File: src/rtl/insort_pkg.sv
package insort_pkg;

  localparam int CAPACITY   = 64;
  localparam int KEY_BITS   = 32;
  localparam int FIELD_BITS = 32;

  typedef logic signed [KEY_BITS-1:0] key_t;

  typedef enum logic [1:0] {
    CMD_HOLD,
    CMD_INSERT,
    CMD_SHIFT
  } cell_cmd_t;

  typedef struct packed {
    key_t key;
    logic valid;
    logic gt;
  } cell_link_t;

  function automatic key_t to_key(input logic [FIELD_BITS-1:0] f);
    logic [63:0] w;
    begin
      w = 64'(f);
      return key_t'(w[KEY_BITS-1:0]);
    end
  endfunction

  function automatic logic [FIELD_BITS-1:0] from_key(input key_t k);
    logic [63:0] w;
    begin
      w = 64'(unsigned'(k));
      return w[FIELD_BITS-1:0];
    end
  endfunction

endpackage

File: src/rtl/insort_cell.sv
module insort_cell (
  input  logic                   clk,
  input  logic                   rst_n,
  input  insort_pkg::cell_cmd_t  cmd,
  input  insort_pkg::key_t       new_key,
  input  insort_pkg::cell_link_t left,
  input  insort_pkg::cell_link_t right,
  output insort_pkg::cell_link_t link
);
  import insort_pkg::*;

  key_t key_r;
  key_t key_nxt;
  logic valid_r;
  logic valid_nxt;
  logic gt;

  assign gt = !valid_r || (new_key < key_r);

  always_comb begin
    key_nxt   = key_r;
    valid_nxt = valid_r;
    unique case (cmd)
      CMD_INSERT: begin
        if (gt) begin
          key_nxt   = left.gt ? left.key : new_key;
          valid_nxt = valid_r || left.valid;
        end
      end
      CMD_SHIFT: begin
        key_nxt   = right.key;
        valid_nxt = right.valid;
      end
      default: begin
      end
    endcase
  end

  always_ff @(posedge clk) begin
    key_r <= key_nxt;
    if (!rst_n) begin
      valid_r <= 1'b0;
    end else begin
      valid_r <= valid_nxt;
    end
  end

  assign link.key   = key_r;
  assign link.valid = valid_r;
  assign link.gt    = gt;

endmodule

File: config.mk
export PLATFORM = sky130hd
export DESIGN_NAME = insort_cell
export DESIGN_NICKNAME = d
export VERILOG_FILES = /design/src/rtl/insort_pkg.sv /design/src/rtl/insort_cell.sv
export SDC_FILE = /design/constraint.sdc
export NUM_CORES = 1
export LEC_CHECK = 0
export ABC_AREA = 1
export ABC_CLOCK_PERIOD_IN_PS = 3400
export BUFFER_PORTS_ARGS = -buffer_cell sky130_fd_sc_hd__buf_2
export CAP_MARGIN = 10
export CORE_ASPECT_RATIO = 1.25
export CORE_MARGIN = 2
export CORE_UTILIZATION = 45
export CTS_BUF_LIST = sky130_fd_sc_hd__clkbuf_16
export DETAILED_ROUTE_END_ITERATION = 12
export PLACE_DENSITY = 0.83
export SLEW_MARGIN = 15
export SYNTH_ARGS = -nofsm -noshare
export SYNTH_HDL_FRONTEND = slang
export SYNTH_SLANG_ARGS = --single-unit
File: constraint.sdc
create_clock -name clk -period 3.4 [get_ports clk]
set_input_delay 0.68 -clock clk [delete_from_list [all_inputs] [get_ports clk]]
set_output_delay 0.68 -clock clk [all_outputs]
set_load 0.01 [all_outputs]
# Yosys cells after proc, flatten, opt, wreduce, memory -nomap -nowiden
# Index checks and enable logic that the tools add are counted.
dict set report word_totals {
  ff_bits 33
  latch_bits 0
  ram_bits 0
  mem_bits_ro 0
  in_bits 104
  out_inout_bits 34
  memories 0
}
dict set report op_classes {
  add_sub_neg 0
  mul 0
  n_div 0
  order_cmp 1
  eq_ne 3
  shift 0
  muxes 5
  bitwise_logic 0
  reduce_logical 5
}
# cell count
set op_table {}
lappend op_table {{32-bit 2-to-1 mux} 2}
lappend op_table {{32-bit case mux with 2 select lines} 1}
lappend op_table {{32-bit less-than comparator} 1}
lappend op_table {{2-bit by 1-bit equality test with 1-bit output (second input constant)} 1}
lappend op_table {{2-bit equality test (second input constant)} 1}
lappend op_table {{1-bit logical OR} 2}
lappend op_table {{2-bit != test (second input constant)} 1}
lappend op_table {{1-bit case mux with 2 select lines} 1}
lappend op_table {{2-bit AND reduction} 1}
lappend op_table {{2-bit nonzero test} 1}
lappend op_table {{1-bit logical NOT} 1}
lappend op_table {{1-bit 2-to-1 mux} 1}

# Longest topological paths before layout
# Gate-level depths: netlist of run 1.
dict set report depth {
  word_depth 4
  depth_mapped 18
}

# Worst setup path before layout of run 1
# OpenSTA, ideal clock, no wires.
dict set report synth_timing {
  path_type {input -> register}
  startpoint {input port new_key[21]}
  endpoint {register key_r[0], enable pin}
  t_arrival_ps 2383
  slack_ps 627
  cell_stages 10
  path_buffers 0
  cell_sequence {ha_1 > a21oi_1 > nor2_1 > nor2_1 > nand3_1 > a21oi_2 > nand3_1 > nand3_2 > nand2_2 > nand2_1}
}
dict set report synth_via {
  elab_chain_cells 4
}
# item line_no
set synth_rtl {}
lappend synth_rtl {{from (decl)} insort_cell.sv:5} ;# input insort_pkg::key_t new_key,
lappend synth_rtl {{32-bit less-than comparator} insort_cell.sv:18} ;# assign gt = !valid_r || (new_key < key_r);
lappend synth_rtl {{1-bit logical OR} insort_cell.sv:18}
lappend synth_rtl {{named net gt} insort_cell.sv:16} ;# logic gt;
lappend synth_rtl {{2-bit != test (no line)} -}
lappend synth_rtl {{2-bit AND reduction (no line)} -}
lappend synth_rtl {{to (signal assigned)} insort_cell.sv:40} ;# key_r <= key_nxt;
lappend synth_rtl {{to (decl)} insort_cell.sv:12} ;# key_t key_r;
# The timed path passes the listed nets, and every way through them passes these cells.
# A chain may end at the register's enable or synchronous reset.

==> impl_summary.md, run 1 <==
Die
The width of the chip is 71.17 µm. The core outline area is 5443 µm². The die covers 6259 µm². In this run the core area contains 30 standard-cell rows. For this design the top-level I/O count stands at 138. The die height is 87.96 µm. The initial core utilization is 0.4662.

Global route
The total overflow left after global routing is 0. The first global-routing pass estimated 10650 µm of wire. The number of antenna violations at the first check in global routing is 0.

The maximum number of pins on one net before global-route repair is 36. The overall routing resource usage is 0.2142. The via count of the first global-routing pass came to 2489.

CTS
The clock-pin slew reported for the worst setup and hold paths after clock tree synthesis is 0.05 ns. The H-tree was split into 2 levels. The setup fix buffers added after clock tree synthesis is 0.

The TritonCTS clock tree is yes. The root buffer cell chosen for the clock tree is sky130_fd_sc_hd__clkbuf_16. The number of buffers on the longest clock path is 2. The source-to-sink clock delay at the later pin of the worst-skew pair is 0.27 ns. The number of sinks handled by clock tree synthesis is 33. The number of cells upsized or downsized after cts is 0. In this run, CTS created clock tree buffers numbering 5. Hold repair after CTS inserted 0 buffers.

Timing
The maximum achievable frequency is 365.4 MHz. Setup repair after global routing left no endpoint under its margin. The number of setup violations in the final report is 0. The worst pin sits at a relative slew slack of 0.3200. The final count of hold timing violations is 0.

The count of final max-slew check failures is 0. The final setup TNS is 0 ns. The minimum clock period is 2.737 ns.

In the finished design, the share of the clock period the worst path needs comes to 0.8049. The post-route clock skew is 0.004009 ns. The slew of the pin with the lowest slew margin is 1.019 ns.

Setup path
The critical setup path kind is in -> out. At the worst endpoint, the arrival time is 2.06 ns. The number of cells on the worst reg-to-reg path is 14. The worst setup path is captured at an output port.

The biggest fanout along the worst timing path is 2. The worst setup path is launched from a primary input. The data required time of the worst path is 2.72 ns.

Placed design
The count of buffers from port buffering is 136. The total cell area at the placement stage is 3259 µm². The final weighted congestion in routability-driven placement is 0.7786. Summed over all nets, the half-perimeter wirelength after detailed placement is 5077 µm.

Final layout
The finished cells cover 3398 µm². Leaving out fill and tap cells, the most frequent cells in the layout are 136 x sky130_fd_sc_hd__buf_2, 97 x sky130_fd_sc_hd__nand2_1, 43 x sky130_fd_sc_hd__inv_1, 42 x sky130_fd_sc_hd__nor2_1. The repair_antennas step left the layout with diodes totalling 0. In the final layout, the share of cells above drive strength 1 is 0.3449. After the last flow step, the layout net total stands at 595.

The library cell used most frequently in the layout, excluding fill and tap cells, is sky130_fd_sc_hd__buf_2. From synthesis to final layout, the design area changed by 33.93%.

Synth
For this run, the register share of the synthesized area comes to 0.3866. The average instance in the mapped netlist occupies 7.713 µm². The count of mapped cells out of synthesis is 329.

During synthesis, Yosys emitted a total of 0 warnings. Yosys mapped the design onto 22 distinct sky130hd cell types. The total nets after synthesis is 464.

The cell area after technology mapping is 2537 µm². The number of synthesized register bits is 33.

Status
The flow ran to the end, and the final reports show no timing, DRC or antenna violations.

Drt
The routed length per instance is 12.33 µm. Summing over every cut layer, the via total after detailed routing is 2602. The final routed DRC violation total is 0.

The final antenna-violating net count is 0. The total wire length is 6471 µm. The number of design-rule violations left by the first detailed-router iteration is 103. The first detailed-routing pass took 4 iterations. The mean number of vias per cell is 4.956.

Hold path
Counting instances, the worst hold path has a depth of 4. The worst hold path belongs to the class reg -> reg.

Flow run
The max capacitance violation total is 0.

Power
Across the VDD grid, the largest voltage drop is 0.0002600 V. The power density normalized to cell area is 377.1 nW/µm². The leakage power of the design is 1.838 nW. The power consumption is 1.281 mW.
routing by layer:
metal  track usage  wire, µm  part of all wire
met2        0.4057      3340              0.52
met5             0         0                 0
met3       0.04718       461             0.071
met4       0.05317        44            0.0068
met1        0.2421      2624              0.41
worst max-delay path, stage by stage:
cell and delay [ns]:
sky130_fd_sc_hd__buf_2 0.11, sky130_fd_sc_hd__ha_1 0.29, sky130_fd_sc_hd__a21oi_1 0.18, sky130_fd_sc_hd__nor2_1 0.07
sky130_fd_sc_hd__nor3_2 0.10, sky130_fd_sc_hd__nand2_1 0.08, sky130_fd_sc_hd__nand2_1 0.05, sky130_fd_sc_hd__nand2_1 0.06
sky130_fd_sc_hd__nand2_1 0.08, sky130_fd_sc_hd__nand2_1 0.05, sky130_fd_sc_hd__nand2_1 0.06, sky130_fd_sc_hd__nand3_2 0.08
sky130_fd_sc_hd__buf_2 0.16
worst paths after layout:
kind,from,slack (ns),to
hold reg to reg,valid_r$_SDFFE_PN0P_,0.59,valid_r$_SDFFE_PN0P_
setup / recovery,new_key[5],0.66,link[0]
setup reg to reg,key_r[5]$_DFFE_PP_,1.09,key_r[19]$_DFFE_PP_
hold / removal,valid_r$_SDFFE_PN0P_,0.59,valid_r$_SDFFE_PN0P_
report_power, final:
| group | leakage, nW | internal (mW) | switching, mW | total (mW) |
|---|---|---|---|---|
| clock | 0.0748 | 0.265 | 0.155 | 0.420 |
| combinational | 1.45 | 0.151 | 0.194 | 0.346 |
| sequential | 0.316 | 0.498 | 0.0180 | 0.516 |
| total | 1.84 | 0.914 | 0.367 | 1.28 |
cells by family (layout without fill, tap and decap cells):
logic type,after synthesis,count (layout),share of synthesized area
AO/OA/AOI/OAI,52,52,0.1213
adder cells (fa/ha/maj),31,31,0.1529
buffers and inverters,59,191,0.09171
flip-flops,33,33,0.3866
AND/OR/NAND/NOR,154,154,0.2475
synthesized netlist by cell type, drive strengths merged:
cell type  number  share of area
clkbuf         10          0.015
a31oi          32          0.079
edfxtp         32           0.38
inv            43          0.064
nor3            2          0.010
nand2         100           0.15
ha             31           0.15
nor2           44          0.067
dfxtp           1         0.0079
nand3           7          0.018
buf             6          0.013
o21ai           5         0.0099
nand4           1         0.0025
a21oi          15          0.033
state kept, by name (all words and copies together) (netlist names):
register and cells:
key_r 32, valid_r 1
area by class of cell:
| type | instances | area, µm² |
|---|---|---|
| timing repair buffer | 140 | 710.7 |
| fill | 481 | 2044 |
| inverter | 43 | 161.4 |
| sequential | 33 | 980.9 |
| clock buffer | 5 | 125.1 |
| tap | 64 | 80.08 |
| multi-input combinational | 237 | 1326 |
| clock inverter | 3 | 13.76 |
metrics by stage:
step	utilization	instances	hold WS (ns)	setup WS (ns)
floorplan	-	329	0.5512	0.6271
finish	0.6244	525	0.5943	0.6634
global route	0.6244	525	0.6326	0.5180
detailed placement	0.5989	517	0.5934	0.6490
CTS	0.6244	525	0.6036	0.6508
global placement	0.5989	517	0.5849	0.6947
Power figures use the tool's default switching activity.
==> run 2: changes to the inputs <==
- ABC_AREA: 1 -> 0
- ABC_CLOCK_PERIOD_IN_PS: 3400 -> 2400
- CORE_UTILIZATION: 45 -> 41
- PLACE_DENSITY: 0.83 -> 0.8
- clock period: 3.4 -> 2.4 ns (I/O delays scaled with it)
==> run 2 against run 1 <==
The run now ends with negative setup slack left. Via count shrank 6.3%. Clock-buffer cell count is the same. Global-route usage shrank 3.1 points. Area after synthesis shrank 0.89%. Routed wire length shrank 0.77%. Combinational power grew 90%. Cell count shrank 4.8%. Hold slack lost 0.18 ns. Clock power grew 67%. Non-clock buffer count grew 14. Critical path type is now reg -> out. Highest routed layer unchanged.
==> impl_summary.md, run 2 <==
Setup path
The endpoint type of the worst setup path is an output port (unchanged). The critical setup path kind is reg -> out (was in -> out). The launching point of the worst reg2reg path is key_r[30]$_DFFE_PP_ (was key_r[5]$_DFFE_PP_). The number of cells on the worst reg-to-reg path came to 9 (was 14). The worst reg-to-reg setup slack was -0.07 ns (was 1.09 ns). The critical path launch point is key_r[30]$_DFFE_PP_ (was new_key[5]). The kind of start point of the critical path is a flop (was primary input). The biggest fanout along the worst timing path came to 3 (was 2). The data arrival at the endpoint of the critical path was 2.30 ns (was 2.06 ns).

The data required time of the worst path is 1.92 ns (was 2.72 ns).

Power
The power consumption was 2.117 mW (was 1.281 mW). The leakage power of the design is 1.879 nW (was 1.838 nW). The worst-case vdd ir drop is 0.0003562 V (was 0.0002600 V).

The power density normalized to cell area was 563.5 nW/µm² (was 377.1 nW/µm²).

Synth
The cell area after technology mapping is 2515 µm² (was 2537 µm²). Ranking of synthesized cells by instance count: 40 x sky130_fd_sc_hd__nand2_1, 34 x sky130_fd_sc_hd__mux2i_1, 32 x sky130_fd_sc_hd__edfxtp_1, 32 x sky130_fd_sc_hd__inv_1, 31 x sky130_fd_sc_hd__ha_1 (was 98 x sky130_fd_sc_hd__nand2_1, 42 x sky130_fd_sc_hd__inv_1, 42 x sky130_fd_sc_hd__nor2_1). The basic-gate share of the synthesized area counting and, or, nand and nor cells is 0.1100 (was 0.2475). The adder-cell share of the synthesized area came to 0.1542 (was 0.1529).

The count of warnings emitted by yosys is 0 (unchanged). The number of synthesized flops with an enable pin is 32 (unchanged). The average footprint of a synthesized cell is 9.455 µm² (was 7.713 µm²). The total nets after synthesis is 401 (was 464).

Area contributors post-synth: sky130_fd_sc_hd__edfxtp_1 38%, sky130_fd_sc_hd__ha_1 15%, sky130_fd_sc_hd__mux2i_1 14% (was sky130_fd_sc_hd__edfxtp_1 38%, sky130_fd_sc_hd__ha_1 15%, sky130_fd_sc_hd__nand2_1 14%). The main combinational cell family by area after synthesis is adder cells (was simple AND/OR/NAND/NOR gates). The proportion of netlist area held by the largest area contributor is 0.3821 (was 0.3787). The share of the synthesized area in compound gates (AO/OA/AOI/OAI) came to 0.1323 (was 0.1213). The library cell with the highest instance count after synthesis is sky130_fd_sc_hd__nand2_1 (unchanged). The number of distinct library cells after synthesis is 30 (was 22).

The leading register cell type out of synthesis is sky130_fd_sc_hd__edfxtp_1 (unchanged). The largest area contributor in the netlist is sky130_fd_sc_hd__edfxtp_1 (unchanged). The xor and xnor area share after synthesis is 0.003483 (was 0). The count of mapped cells out of synthesis was 266 (was 329). The fraction of synthesis flops using an asynchronous set or reset pin came to 0 (unchanged). The mux share of post-synthesis cell area came to 0.1353 (was 0). The number of synthesized register bits is 33 (unchanged). The post-synthesis sequential area ratio was 0.3900 (was 0.3866).

Final layout
The register area is 980.9 µm² (unchanged). Registers with the most flip-flops: key_r x32, valid_r x1 (unchanged). The number of flip-flops in the largest register is 32 (unchanged).

Commonest cells after routing, fill and taps aside: 136 x sky130_fd_sc_hd__buf_2, 40 x sky130_fd_sc_hd__nand2_1, 34 x sky130_fd_sc_hd__mux2i_1, 32 x sky130_fd_sc_hd__edfxtp_1 (was 136 x sky130_fd_sc_hd__buf_2, 97 x sky130_fd_sc_hd__nand2_1, 43 x sky130_fd_sc_hd__inv_1, 42 x sky130_fd_sc_hd__nor2_1). The leading cell type in the layout, fill and taps excluded is sky130_fd_sc_hd__buf_2 (unchanged). The diode insertion count for antenna repair is 0 (unchanged). The total of fill cells in the finished design is 495 (was 481).

The design area is 3756 µm² (was 3398 µm²). The largest register by flop count is key_r (unchanged). The synthesis-to-layout area growth was 49.35% (was 33.93%).

The net total in the final layout is 552 (was 595). The ratio of cells with drive above 1 in the final layout was 0.4498 (was 0.3449). The total area of multi-input combinational cells was 1558 µm² (was 1326 µm²).

Flow run
The max capacitance violation total came to 0 (unchanged).

Timing
The post-route clock skew is 0.002851 ns (was 0.004009 ns). The final count of hold timing violations is 0 (unchanged). The count of final max-slew check failures was 0 (unchanged). The minimum clock period is 2.781 ns. The worst hold slack after final layout is 0.4186 ns (was 0.5943 ns). The slew of the pin with the lowest slew margin came to 0.4439 ns (was 1.019 ns). Timing would allow up to 359.6 MHz. Unrepaired setup endpoints after global routing: true (was false).

The final critical-path share of the clock period is 1.159. The worst setup slack after layout is -0.3806 ns (was 0.6634 ns). The number of setup violations in the final report is 33 (was 0). The worst relative slew slack is 0.7041 (was 0.3200).

Hold path
The hold path startpoint is rst_n (was valid_r$_SDFFE_PN0P_). The worst hold path stage count is 2 (was 4). The class of the worst hold path is in -> reg (was reg -> reg).

Status
The checks that failed: negative setup slack. Outcome: finished, violations left (was completed).

CTS
The number of sinks handled by clock tree synthesis is 33 (unchanged). The TritonCTS clock tree was yes (unchanged). The clock tree root buffer cell was sky130_fd_sc_hd__clkbuf_16 (unchanged). The number of levels the H-tree was split into is 2 (unchanged). The number of buffers on the longest clock path came to 2 (unchanged). The number of hold buffers added after cts is 0 (unchanged). The source-to-sink clock delay at the later pin of the worst-skew pair is 0.27 ns (about the same). The total clock buffers created by CTS is 5 (unchanged). The clock-pin slew reported for the worst setup and hold paths after clock tree synthesis is 0.05 ns (about the same).

Drt
The final antenna-violating net count is 0 (unchanged). The total wire length is 6421 µm (was 6471 µm). The count of vias placed by the detailed router was 2438 (was 2602).

The highest metal layer used by the detailed router is met4 (unchanged). The detailed-routing wirelength on met1 is 2560 µm (was 2624 µm). The routed length per instance is 12.84 µm (was 12.33 µm). The mean number of vias per cell was 4.876 (was 4.956). The length of the first detailed-routing pass in iterations is 4 (unchanged). The detailed-routed wire length on met3 came to 351 µm (was 461 µm). The final routed DRC violation total is 0 (unchanged).

The routed length on met2 is 3464 µm (was 3340 µm). The number of design-rule violations left by the first detailed-router iteration is 105 (was 103).

Die
The core outline area was 5857 µm² (was 5443 µm²). The die height is 91.57 µm (was 87.96 µm). The number of rows in the core area is 31 (was 30).

The initial core utilization is 0.4294 (was 0.4662). The number of primary I/O pins is 138 (unchanged). The die area is 6780 µm² (was 6259 µm²). The width of the chip is 74.05 µm (was 71.17 µm).

Global route
The overall routing resource usage is 0.1835 (was 0.2142). The via count of the first global-routing pass is 2307 (was 2489). The wire length of the first global-routing pass was 9742 µm (was 10650 µm). The number of antenna violations at the first check in global routing is 0 (unchanged). The total congestion overflow after global routing came to 0 (unchanged).

The maximum number of pins on one net before global-route repair is 50 (was 36).

Placed design
The placed wire-length estimate after detailed placement is 5129 µm (was 5077 µm). The final weighted congestion in routability-driven placement is 0.8565 (was 0.7786). The count of buffers from port buffering is 136 (unchanged). The total cell area at the placement stage is 3488 µm² (was 3259 µm²).
run 2: cell count changes after synthesis, sizes merged, moves of 2 or more:
cell	change
nand2	-60
nor2b	+3
a31oi	-30
o21ai	+32
inv	-11
nand4	+5
clkbuf	-3
nor2	-41
and2	+2
a211o	+2
a21o	+2
nand3	-4
mux2i	+34
run 2: worst paths after layout:
check | endpoint
max | link[0]
min | valid_r$_SDFFE_PN0P_
max reg2reg | key_r[15]$_DFFE_PP_
min reg2reg | valid_r$_SDFFE_PN0P_
run 2: power breakdown:
group	total, mW	switching [mW]	internal, mW	leakage, nW
Combinational	0.659	0.333	0.326	1.47
Clock	0.700	0.218	0.482	0.0826
Sequential	0.758	0.0327	0.725	0.323
Total	2.12	0.583	1.53	1.88
run 2: worst max-delay path: stages (launching register included):
cell	delay [ns]
sky130_fd_sc_hd__edfxtp_1	0.41
sky130_fd_sc_hd__inv_2	0.09
sky130_fd_sc_hd__ha_4	0.20
sky130_fd_sc_hd__a21oi_2	0.12
sky130_fd_sc_hd__nand2_1	0.06
sky130_fd_sc_hd__a221o_1	0.31
sky130_fd_sc_hd__a211o_1	0.26
sky130_fd_sc_hd__a31oi_1	0.19
sky130_fd_sc_hd__mux2i_1	0.23
sky130_fd_sc_hd__buf_2	0.17
run 2: final cells by class:
class                   instances  area share
inverters                      32     0.03198
clock buffers                   5     0.03331
multi-input cells             191      0.4147
repair buffers                154      0.2215
well taps                      82     0.02732
flip-flops and latches         33      0.2612
clock inverters                 3    0.009993
run 2: per-layer routing:
layer / vias to the layer above / global-route usage
met5: - / 0
met4: 0 / 0.04242
met3: 4 / 0.03330
met2: 89 / 0.3564
met1: 1091 / 0.1957
li1: 1254 / -
run 2: timing repair:
item,in CTS,in global routing
setup endpoints to repair,33,33
gates resized for setup,6,10
gates cloned,3,0
buffers inserted,1,2
pin swaps,6,8
run 2: cells by family after synthesis:
kind of cell               after synthesis
and+or+nand+nor                         62
AOI/OAI and AO/OA                       60
buffers and inverters                   45
adders and majority gates               31
DFF                                     33
xor gates and xnor gates                 1
muxes                                   34
run 2: per-stage QoR:
stage	utilization	setup WS (ns)	cells	setup TNS, ns
finish	0.6413	-0.3806	500	-2.343
global route	0.6413	-0.4847	500	-4.908
CTS	0.6315	-0.4060	498	-4.269
detailed placement	0.5956	-0.3206	486	-8.654
global placement	0.5956	-0.2713	486	-7.273
floorplan	-	-0.01496	266	-0.01496
